`src/data_url_payload_decoder_top_macros.svh`:
```
// Assertion macros shared by the data URL payload decoder modules.
`ifndef DATA_URL_PAYLOAD_DECODER_TOP_MACROS_SVH
`define DATA_URL_PAYLOAD_DECODER_TOP_MACROS_SVH
`ifndef SYNTHESIS
`define DUPD_ASSERT(lbl, clk, rst_n, prop, msg) \
  lbl: assert property (@(posedge clk) disable iff (!rst_n) (prop)) else $error(msg);
`define DUPD_ASSERT_NEXT(lbl, clk, rst_n, ante, cons, msg) \
  lbl: assert property (@(posedge clk) disable iff (!rst_n) (ante) |=> (cons)) else $error(msg);
`else
`define DUPD_ASSERT(lbl, clk, rst_n, prop, msg)
`define DUPD_ASSERT_NEXT(lbl, clk, rst_n, ante, cons, msg)
`endif
`endif

```
`src/dupd_pkg.sv`:
```
// Types, character constants and lookup functions of the data URL payload decoder.
package dupd_pkg;

  localparam int unsigned EntryBytes = 3;
  localparam int unsigned QueueDepth = 2;

  localparam logic [7:0] CHAR_TAB     = 8'h09;
  localparam logic [7:0] CHAR_LF      = 8'h0A;
  localparam logic [7:0] CHAR_FF      = 8'h0C;
  localparam logic [7:0] CHAR_CR      = 8'h0D;
  localparam logic [7:0] CHAR_SPACE   = 8'h20;
  localparam logic [7:0] CHAR_PERCENT = 8'h25;
  localparam logic [7:0] CHAR_PLUS    = 8'h2B;
  localparam logic [7:0] CHAR_SLASH   = 8'h2F;
  localparam logic [7:0] CHAR_ZERO    = 8'h30;
  localparam logic [7:0] CHAR_NINE    = 8'h39;
  localparam logic [7:0] CHAR_EQUALS  = 8'h3D;
  localparam logic [7:0] CHAR_UP_A    = 8'h41;
  localparam logic [7:0] CHAR_UP_F    = 8'h46;
  localparam logic [7:0] CHAR_UP_Z    = 8'h5A;
  localparam logic [7:0] CHAR_LO_A    = 8'h61;
  localparam logic [7:0] CHAR_LO_F    = 8'h66;
  localparam logic [7:0] CHAR_LO_Z    = 8'h7A;

  localparam logic [5:0] B64_PLUS  = 6'd62;
  localparam logic [5:0] B64_SLASH = 6'd63;

  typedef struct packed {
    logic       ok;
    logic [3:0] val;
  } hex_digit_t;

  typedef struct packed {
    logic       ok;
    logic [5:0] val;
  } b64_digit_t;

  // One queue entry: the bytes that one input beat releases from the window.
  typedef struct packed {
    logic [EntryBytes-1:0][7:0] bytes;
    logic [1:0]                 nbytes;
    logic                       last;
  } dupd_entry_t;

  function automatic hex_digit_t hex_value(input logic [7:0] c);
    hex_digit_t r;
    r.ok  = 1'b1;
    r.val = 4'd0;
    if (c >= CHAR_ZERO && c <= CHAR_NINE) begin
      r.val = 4'(c - CHAR_ZERO);
    end else if (c >= CHAR_LO_A && c <= CHAR_LO_F) begin
      r.val = 4'(c - CHAR_LO_A + 8'd10);
    end else if (c >= CHAR_UP_A && c <= CHAR_UP_F) begin
      r.val = 4'(c - CHAR_UP_A + 8'd10);
    end else begin
      r.ok = 1'b0;
    end
    return r;
  endfunction

  function automatic b64_digit_t b64_value(input logic [7:0] c);
    b64_digit_t r;
    r.ok  = 1'b1;
    r.val = 6'd0;
    if (c >= CHAR_UP_A && c <= CHAR_UP_Z) begin
      r.val = 6'(c - CHAR_UP_A);
    end else if (c >= CHAR_LO_A && c <= CHAR_LO_Z) begin
      r.val = 6'(c - CHAR_LO_A + 8'd26);
    end else if (c >= CHAR_ZERO && c <= CHAR_NINE) begin
      r.val = 6'(c - CHAR_ZERO + 8'd52);
    end else if (c == CHAR_PLUS) begin
      r.val = B64_PLUS;
    end else if (c == CHAR_SLASH) begin
      r.val = B64_SLASH;
    end else begin
      r.ok = 1'b0;
    end
    return r;
  endfunction

  function automatic logic is_space(input logic [7:0] c);
    return c == CHAR_TAB || c == CHAR_LF || c == CHAR_FF || c == CHAR_CR ||
           c == CHAR_SPACE;
  endfunction

endpackage

```
`src/dupd_if.sv`:
```
// Valid/ready channel interfaces for payload characters and decoded results.
interface dupd_in_if;
  logic       valid;
  logic       ready;
  logic [7:0] in_char;
  logic       in_last;

  modport source (output valid, output in_char, output in_last, input ready);
  modport sink (input valid, input in_char, input in_last, output ready);
endinterface

interface dupd_out_if;
  logic       valid;
  logic       ready;
  logic [7:0] out_byte;
  logic       has_byte;
  logic       status;
  logic       out_last;

  modport source (output valid, output out_byte, output has_byte, output status,
                  output out_last, input ready);
  modport sink (input valid, input out_byte, input has_byte, input status,
                input out_last, output ready);
endinterface

```
`src/dupd_fifo.sv`:
```
// Two-entry queue that decouples the percent-decoding front from the base64 back.
module dupd_fifo
  import dupd_pkg::*;
(
  input  logic        clk_i,
  input  logic        rst_ni,
  input  logic        push_i,
  input  dupd_entry_t push_data_i,
  output logic        full_o,
  input  logic        pop_i,
  output dupd_entry_t pop_data_o,
  output logic        empty_o
);
  `include "data_url_payload_decoder_top_macros.svh"

  localparam int unsigned PtrW = $clog2(QueueDepth);
  localparam int unsigned CntW = $clog2(QueueDepth + 1);

  dupd_entry_t         mem_q [QueueDepth];
  logic [PtrW-1:0]     wr_ptr_q, wr_ptr_d;
  logic [PtrW-1:0]     rd_ptr_q, rd_ptr_d;
  logic [CntW-1:0]     count_q, count_d;
  logic                do_push, do_pop;

  assign full_o     = count_q == CntW'(QueueDepth);
  assign empty_o    = count_q == '0;
  assign pop_data_o = mem_q[rd_ptr_q];
  assign do_push    = push_i && !full_o;
  assign do_pop     = pop_i && !empty_o;

  always_comb begin
    wr_ptr_d = wr_ptr_q;
    rd_ptr_d = rd_ptr_q;
    count_d  = count_q;
    if (do_push) begin
      wr_ptr_d = (wr_ptr_q == PtrW'(QueueDepth - 1)) ? '0 : wr_ptr_q + 1'b1;
    end
    if (do_pop) begin
      rd_ptr_d = (rd_ptr_q == PtrW'(QueueDepth - 1)) ? '0 : rd_ptr_q + 1'b1;
    end
    if (do_push && !do_pop) begin
      count_d = count_q + 1'b1;
    end else if (do_pop && !do_push) begin
      count_d = count_q - 1'b1;
    end
  end

  always_ff @(posedge clk_i or negedge rst_ni) begin
    if (!rst_ni) begin
      wr_ptr_q <= '0;
      rd_ptr_q <= '0;
      count_q  <= '0;
    end else begin
      wr_ptr_q <= wr_ptr_d;
      rd_ptr_q <= rd_ptr_d;
      count_q  <= count_d;
    end
  end

  always_ff @(posedge clk_i) begin
    if (do_push) begin
      mem_q[wr_ptr_q] <= push_data_i;
    end
  end

  `DUPD_ASSERT(a_fifo_bound, clk_i, rst_ni, count_q <= CntW'(QueueDepth), "queue overfilled")
  `DUPD_ASSERT_NEXT(a_fifo_drain, clk_i, rst_ni,
                    do_pop && !do_push && count_q == CntW'(1), empty_o,
                    "queue not empty after last pop")

endmodule

```
`src/dupd_front.sv`:
```
// Front end: accepts character beats and percent-decodes them in a three-character window.
module dupd_front
  import dupd_pkg::*;
(
  input  logic        clk_i,
  input  logic        rst_ni,
  dupd_in_if.sink     in_ch,
  input  logic        full_i,
  output logic        push_o,
  output dupd_entry_t entry_o
);
  `include "data_url_payload_decoder_top_macros.svh"

  logic [1:0][7:0] win_q, win_d;
  logic [1:0]      win_count_q, win_count_d;
  logic            accept;
  hex_digit_t      hi, lo;
  logic            has_first;
  logic [7:0]      first;
  logic [7:0]      rem0, rem1;
  logic [1:0]      rcnt;

  assign in_ch.ready = !full_i;
  assign accept      = in_ch.valid && in_ch.ready;

  always_comb begin
    hi        = hex_value(win_q[1]);
    lo        = hex_value(in_ch.in_char);
    has_first = 1'b0;
    first     = 8'd0;
    rem0      = 8'd0;
    rem1      = 8'd0;
    rcnt      = 2'd0;
    case (win_count_q)
      2'd2: begin
        has_first = 1'b1;
        if (win_q[0] == CHAR_PERCENT && hi.ok && lo.ok) begin
          first = {hi.val, lo.val};
        end else begin
          first = win_q[0];
          rem0  = win_q[1];
          rem1  = in_ch.in_char;
          rcnt  = 2'd2;
        end
      end
      2'd1: begin
        rem0 = win_q[0];
        rem1 = in_ch.in_char;
        rcnt = 2'd2;
      end
      default: begin
        rem0 = in_ch.in_char;
        rcnt = 2'd1;
      end
    endcase

    if (has_first) begin
      entry_o.bytes = {rem1, rem0, first};
    end else begin
      entry_o.bytes = {8'd0, rem1, rem0};
    end
    entry_o.last   = in_ch.in_last;
    entry_o.nbytes = in_ch.in_last ? ({1'b0, has_first} + rcnt) : {1'b0, has_first};
    push_o         = accept && (entry_o.nbytes != 2'd0 || in_ch.in_last);

    win_d       = win_q;
    win_count_d = win_count_q;
    if (accept) begin
      if (in_ch.in_last) begin
        win_d       = '0;
        win_count_d = 2'd0;
      end else begin
        win_d       = {rem1, rem0};
        win_count_d = rcnt;
      end
    end
  end

  always_ff @(posedge clk_i or negedge rst_ni) begin
    if (!rst_ni) begin
      win_q       <= '0;
      win_count_q <= 2'd0;
    end else begin
      win_q       <= win_d;
      win_count_q <= win_count_d;
    end
  end

  `DUPD_ASSERT(a_win_count, clk_i, rst_ni, win_count_q != 2'd3,
               "window holds more than two characters")
  `DUPD_ASSERT_NEXT(a_win_flush, clk_i, rst_ni, accept && in_ch.in_last,
                    win_count_q == 2'd0, "window not emptied at end of payload")

endmodule

```
`src/dupd_back.sv`:
```
// Back end: emits decoded bytes directly or through the forgiving base64 unpacker.
module dupd_back
  import dupd_pkg::*;
(
  input  logic        clk_i,
  input  logic        rst_ni,
  input  logic        mode_i,
  input  dupd_entry_t head_i,
  input  logic        empty_i,
  output logic        pop_o,
  dupd_out_if.source  out_ch
);
  `include "data_url_payload_decoder_top_macros.svh"

  logic [1:0]  idx_q, idx_d;
  logic [5:0]  store_q, store_d;
  logic [2:0]  bcount_q, bcount_d;
  logic        saw_q, saw_d;
  logic [1:0]  pad_q, pad_d;
  logic [1:0]  digit_q, digit_d;
  logic        err_q, err_d;
  logic        out_valid_q;
  logic [7:0]  out_byte_q;
  logic        has_byte_q, status_q, out_last_q;

  logic        step, do_byte;
  logic [7:0]  v;
  b64_digit_t  dig;
  logic [11:0] acc, masked;
  logic [3:0]  bsum;
  logic [2:0]  bnew;
  logic [1:0]  total;
  logic        err_close;
  logic        load;
  logic [7:0]  ld_byte;
  logic        ld_has, ld_st, ld_last;

  assign out_ch.valid    = out_valid_q;
  assign out_ch.out_byte = out_byte_q;
  assign out_ch.has_byte = has_byte_q;
  assign out_ch.status   = status_q;
  assign out_ch.out_last = out_last_q;

  assign step    = !empty_i && (!out_valid_q || out_ch.ready);
  assign do_byte = idx_q < head_i.nbytes;

  always_comb begin
    v         = head_i.bytes[idx_q];
    dig       = b64_value(v);
    acc       = {store_q, dig.val};
    bsum      = {1'b0, bcount_q} + 4'd6;
    bnew      = 3'(bsum - 4'd8);
    masked    = acc & ((12'd1 << bnew) - 12'd1);
    total     = digit_q + pad_q;
    err_close = err_q || (pad_q != 2'd0 && (total != 2'd0 || pad_q == 2'd3)) ||
                digit_q == 2'd1;

    idx_d    = idx_q;
    store_d  = store_q;
    bcount_d = bcount_q;
    saw_d    = saw_q;
    pad_d    = pad_q;
    digit_d  = digit_q;
    err_d    = err_q;
    pop_o    = 1'b0;
    load     = 1'b0;
    ld_byte  = 8'd0;
    ld_has   = 1'b0;
    ld_st    = 1'b0;
    ld_last  = 1'b0;

    if (step) begin
      if (do_byte) begin
        idx_d = idx_q + 2'd1;
        if (!mode_i) begin
          load    = 1'b1;
          ld_byte = v;
          ld_has  = 1'b1;
        end else if (!err_q && !is_space(v)) begin
          if (v == CHAR_EQUALS) begin
            saw_d = 1'b1;
            if (pad_q != 2'd3) begin
              pad_d = pad_q + 2'd1;
            end
          end else if (saw_q || !dig.ok) begin
            err_d = 1'b1;
          end else begin
            digit_d = digit_q + 2'd1;
            if (bsum >= 4'd8) begin
              load     = 1'b1;
              ld_byte  = 8'(acc >> bnew);
              ld_has   = 1'b1;
              bcount_d = bnew;
              store_d  = masked[5:0];
            end else begin
              bcount_d = bsum[2:0];
              store_d  = acc[5:0];
            end
          end
        end
        if (!head_i.last && idx_q + 2'd1 == head_i.nbytes) begin
          pop_o = 1'b1;
          idx_d = 2'd0;
        end
      end else if (head_i.last) begin
        load     = 1'b1;
        ld_st    = mode_i && err_close;
        ld_last  = 1'b1;
        pop_o    = 1'b1;
        idx_d    = 2'd0;
        store_d  = 6'd0;
        bcount_d = 3'd0;
        saw_d    = 1'b0;
        pad_d    = 2'd0;
        digit_d  = 2'd0;
        err_d    = 1'b0;
      end else begin
        pop_o = 1'b1;
        idx_d = 2'd0;
      end
    end
  end

  always_ff @(posedge clk_i or negedge rst_ni) begin
    if (!rst_ni) begin
      idx_q       <= 2'd0;
      store_q     <= 6'd0;
      bcount_q    <= 3'd0;
      saw_q       <= 1'b0;
      pad_q       <= 2'd0;
      digit_q     <= 2'd0;
      err_q       <= 1'b0;
      out_valid_q <= 1'b0;
    end else begin
      idx_q    <= idx_d;
      store_q  <= store_d;
      bcount_q <= bcount_d;
      saw_q    <= saw_d;
      pad_q    <= pad_d;
      digit_q  <= digit_d;
      err_q    <= err_d;
      if (load) begin
        out_valid_q <= 1'b1;
      end else if (out_ch.ready) begin
        out_valid_q <= 1'b0;
      end
    end
  end

  always_ff @(posedge clk_i) begin
    if (load) begin
      out_byte_q <= ld_byte;
      has_byte_q <= ld_has;
      status_q   <= ld_st;
      out_last_q <= ld_last;
    end
  end

  `DUPD_ASSERT(a_bcount_even, clk_i, rst_ni, !bcount_q[0], "odd base64 bit count")
  `DUPD_ASSERT_NEXT(a_close_clears, clk_i, rst_ni, step && !do_byte && head_i.last,
                    bcount_q == 3'd0 && !err_q && pad_q == 2'd0 && idx_q == 2'd0,
                    "payload state not cleared after closing beat")

endmodule

```
`src/data_url_payload_decoder_top.sv`:
```
// Top level of the data URL payload decoder: mode register, front end, queue and back end.
//
//   Channel  Dir  Beat contents
//   in_ch    in   in_char, in_last
//   out_ch   out  out_byte, has_byte, status, out_last
//   cfg      in   cfg_we_i, cfg_wdata_i (base64 mode)
//
// While the queue has room, the front end takes one character beat per cycle and
// releases at most one byte, or up to three plus the closing beat at the end of a
// payload. The back end handles one released byte or the closing beat per cycle
// while out_ch is ready, so a steady stream runs at one character per cycle.
// A two-entry queue lets the front keep accepting while the output waits.
// Reset is asynchronous and active low and clears all payload state and the mode.
module data_url_payload_decoder_top
  import dupd_pkg::*;
(
  input  logic        clk_i,
  input  logic        rst_ni,
  dupd_in_if.sink     in_ch,
  dupd_out_if.source  out_ch,
  input  logic        cfg_we_i,
  input  logic        cfg_wdata_i
);

  logic        mode_q;
  logic        push, full, pop, empty;
  dupd_entry_t push_data, head;

  always_ff @(posedge clk_i or negedge rst_ni) begin
    if (!rst_ni) begin
      mode_q <= 1'b0;
    end else if (cfg_we_i) begin
      mode_q <= cfg_wdata_i;
    end
  end

  dupd_front u_front (
    .clk_i   (clk_i),
    .rst_ni  (rst_ni),
    .in_ch   (in_ch),
    .full_i  (full),
    .push_o  (push),
    .entry_o (push_data)
  );

  dupd_fifo u_fifo (
    .clk_i       (clk_i),
    .rst_ni      (rst_ni),
    .push_i      (push),
    .push_data_i (push_data),
    .full_o      (full),
    .pop_i       (pop),
    .pop_data_o  (head),
    .empty_o     (empty)
  );

  dupd_back u_back (
    .clk_i   (clk_i),
    .rst_ni  (rst_ni),
    .mode_i  (mode_q),
    .head_i  (head),
    .empty_i (empty),
    .pop_o   (pop),
    .out_ch  (out_ch)
  );

endmodule
```
`src/flat_wrapper.sv`:
```
// flat-port wrapper written by rule: the top's interface ports become plain ports
module data_url_payload_decoder_top_flat import dupd_pkg::*;
  (clk_i, rst_ni, cfg_we_i, cfg_wdata_i, in_ch_valid, in_ch_in_char, in_ch_in_last, in_ch_ready, out_ch_valid, out_ch_out_byte, out_ch_has_byte, out_ch_status, out_ch_out_last, out_ch_ready);
  dupd_in_if in_ch_i ();
  dupd_out_if out_ch_i ();
  input  logic clk_i;
  input  logic rst_ni;
  input  logic cfg_we_i;
  input  logic cfg_wdata_i;
  input wire logic [$bits(in_ch_i.valid)-1:0] in_ch_valid;
  input wire logic [$bits(in_ch_i.in_char)-1:0] in_ch_in_char;
  input wire logic [$bits(in_ch_i.in_last)-1:0] in_ch_in_last;
  output wire logic [$bits(in_ch_i.ready)-1:0] in_ch_ready;
  output wire logic [$bits(out_ch_i.valid)-1:0] out_ch_valid;
  output wire logic [$bits(out_ch_i.out_byte)-1:0] out_ch_out_byte;
  output wire logic [$bits(out_ch_i.has_byte)-1:0] out_ch_has_byte;
  output wire logic [$bits(out_ch_i.status)-1:0] out_ch_status;
  output wire logic [$bits(out_ch_i.out_last)-1:0] out_ch_out_last;
  input wire logic [$bits(out_ch_i.ready)-1:0] out_ch_ready;
  assign in_ch_i.valid = in_ch_valid;
  assign in_ch_i.in_char = in_ch_in_char;
  assign in_ch_i.in_last = in_ch_in_last;
  assign in_ch_ready = in_ch_i.ready;
  assign out_ch_valid = out_ch_i.valid;
  assign out_ch_out_byte = out_ch_i.out_byte;
  assign out_ch_has_byte = out_ch_i.has_byte;
  assign out_ch_status = out_ch_i.status;
  assign out_ch_out_last = out_ch_i.out_last;
  assign out_ch_i.ready = out_ch_ready;
  data_url_payload_decoder_top u_core (.clk_i(clk_i), .rst_ni(rst_ni), .in_ch(in_ch_i), .out_ch(out_ch_i), .cfg_we_i(cfg_we_i), .cfg_wdata_i(cfg_wdata_i));
endmodule
```
`config.mk`:
```
export PLATFORM = sky130hd
export DESIGN_NAME = data_url_payload_decoder_top_flat
export DESIGN_NICKNAME = d
export VERILOG_FILES = /design/src/dupd_pkg.sv /design/src/dupd_if.sv /design/src/dupd_fifo.sv /design/src/dupd_front.sv /design/src/dupd_back.sv /design/src/data_url_payload_decoder_top.sv /design/src/flat_wrapper.sv
export VERILOG_INCLUDE_DIRS = /design/src /design/src/src
export SDC_FILE = /design/constraint.sdc
export NUM_CORES = 1
export LEC_CHECK = 0
export BUFFER_PORTS_ARGS = -buffer_cell sky130_fd_sc_hd__buf_2
export CAP_MARGIN = 0
export CORE_ASPECT_RATIO = 1.1
export CORE_MARGIN = 2
export CORE_UTILIZATION = 53
export CTS_BUF_LIST = sky130_fd_sc_hd__clkbuf_4 sky130_fd_sc_hd__clkbuf_8
export DETAILED_ROUTE_END_ITERATION = 8
export PLACE_DENSITY = 0.77
export SETUP_SLACK_MARGIN = 0.15
export SKIP_LAST_GASP = 1
export SYNTH_ARGS = -nofsm -noshare
export SYNTH_HDL_FRONTEND = slang
export SYNTH_SLANG_ARGS = --single-unit
```
`constraint.sdc`:
```
create_clock -name clk_i -period 12.2 [get_ports clk_i]
set_input_delay 2.44 -clock clk_i [delete_from_list [all_inputs] [get_ports clk_i]]
set_output_delay 2.44 -clock clk_i [all_outputs]
set_load 0.01 [all_outputs]
```
# Word-level counts from Yosys, hierarchy flattened
# Memories as Yosys holds them, arrays and structs flattened.
# Cells that the tools add are included.
# W data, S select, Z words.
dict set report word_totals {
  wordCells 249
  register_bits 52
  out_inout_bits 13
  inputBits 15
  ram_bits 54
  n_memories 1
}
# name depth width rd rd_ports_with_merged_regs write_ports line
set memory_table {}
lappend memory_table {u_core.u_fifo.mem_q 2 27 1 0 1 dupd_fifo.sv:19} ;# dupd_entry_t mem_q [QueueDepth];
dict set report op_classes {
  n_bitwise 3
  shift 2
  reduce_logical 55
  mux 98
  n_eq_ne 23
  n_addsub 27
  magnitude_cmp 21
}
# operator n
set op_table {}
lappend op_table {{$mux W8} 10}
lappend op_table {{$mux W6} 12}
lappend op_table {{$ge A8 B7 Y1 const B} 6}
lappend op_table {{$le A8 B7 Y1 const B} 6}
lappend op_table {{$eq A8 B6 Y1 const B} 5}
lappend op_table {{$mux W1} 39}
lappend op_table {{$mux W2} 18}
lappend op_table {{$eq A8 B4 Y1 const B} 4}
lappend op_table {{$pmux W8 S2} 2}
lappend op_table {{$ge A8 B6 Y1 const B} 3}
lappend op_table {{$le A8 B6 Y1 const B} 3}
lappend op_table {{$mux W24} 1}
lappend op_table {{$mux W4} 6}
lappend op_table {{$sub A4 B1 Y4 const B} 6}
lappend op_table {{$logic_and A1 B1 Y1} 22}
lappend op_table {{$mux W3} 7}
lappend op_table {{$reduce_and A6 Y1} 3}
lappend op_table {{$add A4 B4 Y4 const B} 4}
lappend op_table {{$bmux W8 S2} 1}
lappend op_table {{$mux W16} 1}
lappend op_table {{$reduce_bool A2 Y1} 6}
lappend op_table {{$shr A12 B3 Y8} 1}
lappend op_table {{$sub A6 B1 Y6 const B} 2}
lappend op_table {{$sub A6 B6 Y6 const B} 2}
lappend op_table {{28 further kinds} 59}

# Logic depth before layout (Yosys ltp)
dict set report logic_depth {
  word_depth 19
  mapped_depth 17
  ltp_nobuf 14
}

# Cells and area by module
# A second synthesis with hierarchy kept.
dict set report hier_totals {
  hier_cells 597
  hier_area_um2 6601.3
}
# module instances area_per_inst_um2 cells_per_inst seq_area_each_um2
set modules_own_cells {}
lappend modules_own_cells {dupd_back 1 2638.8 284 755.7}
lappend modules_own_cells {dupd_fifo 1 2244.7 103 1721.7}
lappend modules_own_cells {dupd_front 1 1677.9 208 450.4}
lappend modules_own_cells {data_url_payload_decoder_top 1 40.0 2 25.0}

# Worst setup path before layout
# No wires, ideal clock.
dict set report synth_timing {
  path_type {in2reg}
  startpoint {input port in_ch_in_char[2]}
  endpoint {memory u_core.u_fifo.mem_q[0][12] (netlist bit) (data pin)}
  required_time_ns 11.940
  t_arrival_ns 4.612
  setup_ns 0.260
  path_stages 9
  slack_ns 7.328
  n_path_buf 2
  path_cell_list {clkbuf_1 -> o21bai_1 -> a2111oi_1 -> o221ai_1 -> and2_1 -> clkbuf_1 -> a221oi_1 -> a21oi_1 -> a22o_1}
}
# element line
set synth_lines {}
lappend synth_lines {{start, declared} flat_wrapper.sv:11} ;# input wire logic [$bits(in_ch_i.in_char)-1:0] in_ch_in_char;
lappend synth_lines {{end, declared} dupd_fifo.sv:19}

==> results.toml <==
[outcome]
status = "finished, final reports clean"

[route]
drt_iter0_drc = 225
dr.pass1.iters = 5
drtAntennaViolNets = 0
route.vias.total = 4789
wire_per_inst_um = 19.6
drt_wl_total_mm = 15.0
route.detailed.drc = 0
routed_via_density = 6.26

[synth]
syn_area_mm2 = 0.00634
synth_top_area_share_pct = 30.8
synth-seq-cells = 105
ys_top_cells_by_area = "edfxtp_1 31%, dfrtp_1 16%, ha_1 5.9%, a22o_1 3.6%, mux2i_1 3.5%"
yosysUniqueCellTypes = 80
ys_top_cells_by_count = "65 x edfxtp_1, 56 x nor2_1, 47 x nand2_1"
yosysTopAreaCell = "edfxtp_1"
synth_ff_type = "edfxtp_1"
synth_cells = 594
synthMostInstantiatedCell = "edfxtp_1"
synth-edff-count = 65
syn-num-nets = 639
ys_warn_count = 0
synth-seq-area-share_pct = 46.6
syn_area_per_cell_um2 = 10.7
ys_async_sr_fraction_pct = 38.1

[clock_tree]
clk_latency_ns = 0.38
cts_buffers = 9
clkTransAtPathRegs_ns = 0.10
post_cts_buffers = 0
cts_tree = "yes"
htreeDepth = 3
cts_resized = 0
cts.sinks = 105
cts_buffer_depth = 2
cts-root-buf = "clkbuf_8"
ctsHoldBuffers = 0

[layout]
syn2layout_area_growth_pct = 7.10
final_nets = 655
insertedDiodeCount = 0
drive_above_1_share_pct = 13.8
num-fill-cells = 1012
fin_util_pct = 58.6

[timing]
max_slew_margin_pct = 17.4
tns_ns = 0
clock_skew_ns = 0.0120
final-setup-viol-count = 0
fmax_mhz = 188
rsz0062_at_grt = "false"
period_minus_slack_ns = 5.31
fin_crit_sh_pct = 43.5
hold_viol = 0
report.final.slew_viol_count = 0
tightestPinTransition_ns = 1.23

[critical_path]
path_class = "in2reg"
crit_fanout = 11
r2r_cells = 13
arrival_ns = 5.39
crit_path_frequent_cell = "a21oi_1"
crit_start = "in_ch_in_char[1]"
slowest_stage = "a2111oi_1"
crit_required_ns = 12.28
path_buf_inv = 2
worst_path_dominant_cell_family = "compound AO/OA/AOI/OAI gates"
start_kind = "primary input"
worstPathCellList = "buf_2 > inv_1 > ha_1 > o21bai_1 > a2111oi_1 > o221ai_1 > and2_1 > a221oi_1 > a21oi_1 > nor2_1 > a21oi_1"
reg2reg_from = "u_core.u_back.idx_q[1]"
crit_path_max_incr_delay_ns = 0.83
cp-end-kind = "register"
cp.depth = 11

[power_and_ir_drop]
peakVddDrop_mv = 0.110
power_density_mw_per_mm2 = 270
cellLeakagePower_nw = 2.74

[hold_path]
min_delay_path_depth = 2
min_from = "u_core.u_back.store_q[5]"
hold_class = "reg2reg"

[place]
dp_hpwl_mm = 11.1
gp_congestion = 0.962
port_buffers = 27

[global_route]
grt_usage_pct = 24.4
grt_antenna_before_repair = 0
grt_overflow = 0
grt_pass1_vias = 4864
grt_max_degree = 41
grt_pass1_wl_mm = 24.6

[floorplan]
dieArea_mm2 = 0.0129
io_pins = 28
die_w_um = 108
core.rowCount = 41
initial_utilization_pct = 54.7
die_h_um = 119
coreArea_mm2 = 0.0116

[flow_run]
maxCapViolations = 0
## worst register-to-register path, delay by kind of cell (launching register included)
family                   cells  cell delay (ns)
buffers and inverters        1             0.27
AND/OR/NAND/NOR              5             1.58
adder cells (fa/ha/maj)      1             0.35
flip-flops                   1             0.59
AO/OA/AOI/OAI                6             2.04
## sequential cells by signal, summed over array words and instances (netlist names)
register / cells
u_core.u_back.store_q: 6
u_core.u_back.out_ch.valid: 1
u_core.u_fifo.count_q: 2
u_core.u_back.out_ch.out_last: 1
u_core.u_back.digit_q: 2
u_core.u_back.out_ch.out_byte: 8
u_core.u_back.bcount_q: 2
u_core.u_back.out_ch.status: 1
u_core.u_back.out_ch.has_byte: 1
u_core.u_front.win_count_q: 2
u_core.u_back.err_q: 1
u_core.u_front.win_q: 16
u_core.u_back.pad_q: 2
u_core.u_fifo.rd_ptr_q: 1
u_core.u_fifo.wr_ptr_q: 1
u_core.mode_q: 1
u_core.u_fifo.mem_q: 54
u_core.u_back.idx_q: 2
u_core.u_back.saw_q: 1
## cells by family after synthesis
family,Yosys count,share of synthesized area (%)
muxes,36,6.67
other,1,0.0591
AOI/OAI and AO/OA,172,20.6
xor gates and xnor gates,19,2.62
adders and majority gates,30,5.92
buffers and inverters,57,4.05
DFF,105,46.6
and+or+nand+nor,174,13.5
## path summary, 6_finish.rpt
path | slack [ns] | endpoint
setup / recovery | 6.89 | u_core.u_fifo.mem_q[0][4]
hold / removal | 0.49 | u_core.u_back.store_q[5]
setup reg to reg | 6.99 | u_core.u_back.out_ch.status
hold reg to reg | 0.49 | u_core.u_back.store_q[5]
max in group asynchronous | 9.42 | u_core.u_front.win_q[1]
min in group asynchronous | 2.19 | u_core.u_back.bcount_q[1]
## area by class of cell
type	instances	area (um^2)	share of cell area (%)
Multi-Input combinational cell	432	3130	46.1
Sequential cell	105	2950	43.5
Tap cell	150	188	2.76
Timing Repair Buffer	31	165	2.43
Clock buffer	9	124	1.82
Inverter	31	116	1.71
Clock inverter	7	111	1.64
## metrics by stage
| stage | cell area, um^2 | total power [W] | setup WS [ns] | cells | hold slack, ns |
|---|---|---|---|---|---|
| 2_1_floorplan | 6340 | 0.00133 | 7.33 | 594 | 0.444 |
| 3_3_place_gp | 6560 | 0.00155 | 6.67 | 749 | 0.467 |
| 3_5_place_dp | 6560 | 0.00157 | 6.51 | 749 | 0.474 |
| 4_1_cts | 6790 | 0.00183 | 6.93 | 765 | 0.498 |
| 5_1_grt | 6790 | 0.00196 | 6.49 | 765 | 0.541 |
| 6_report | 6790 | 0.00183 | 6.89 | 765 | 0.490 |
## report_power, final
group          leakage, nW  internal (W)  switching, W
Combinational         1.47      0.000374      0.000636
Sequential            1.14      0.000504     0.0000727
Clock                0.119      0.000120      0.000128
## layout by cell type (no fill, tap or decap), types with 6 or more instances in the layout
master	Yosys	layout
edfxtp_1	65	65
nor2_1	56	55
nand2_1	47	47
dfrtp_1	40	40
o21ai_0	31	31
ha_1	30	30
inv_1	29	29
buf_2	6	27
a22o_1	26	26
mux2i_1	22	22
a21oi_1	21	21
xnor2_1	16	16
and2_1	12	12
a22oi_1	12	12
mux2_2	10	10
nand2b_1	10	10
clkbuf_8	0	9
nor2b_1	7	7
nand3_1	6	6
nor3_1	6	6
## routing by layer
layer / track usage [%] / part of all wire (%) / wire length (um) / vias to the layer above
met2: 43.1 / 52 / 7770 / 176
met5: 0 / 0 / 0 / -
li1: - / - / - / 2250
met1: 28.9 / 40 / 5950 / 2317
met4: 10.9 / 3.9 / 586 / 0
met3: 4.03 / 4.5 / 670 / 46
(Power assumes the default switching activity.)
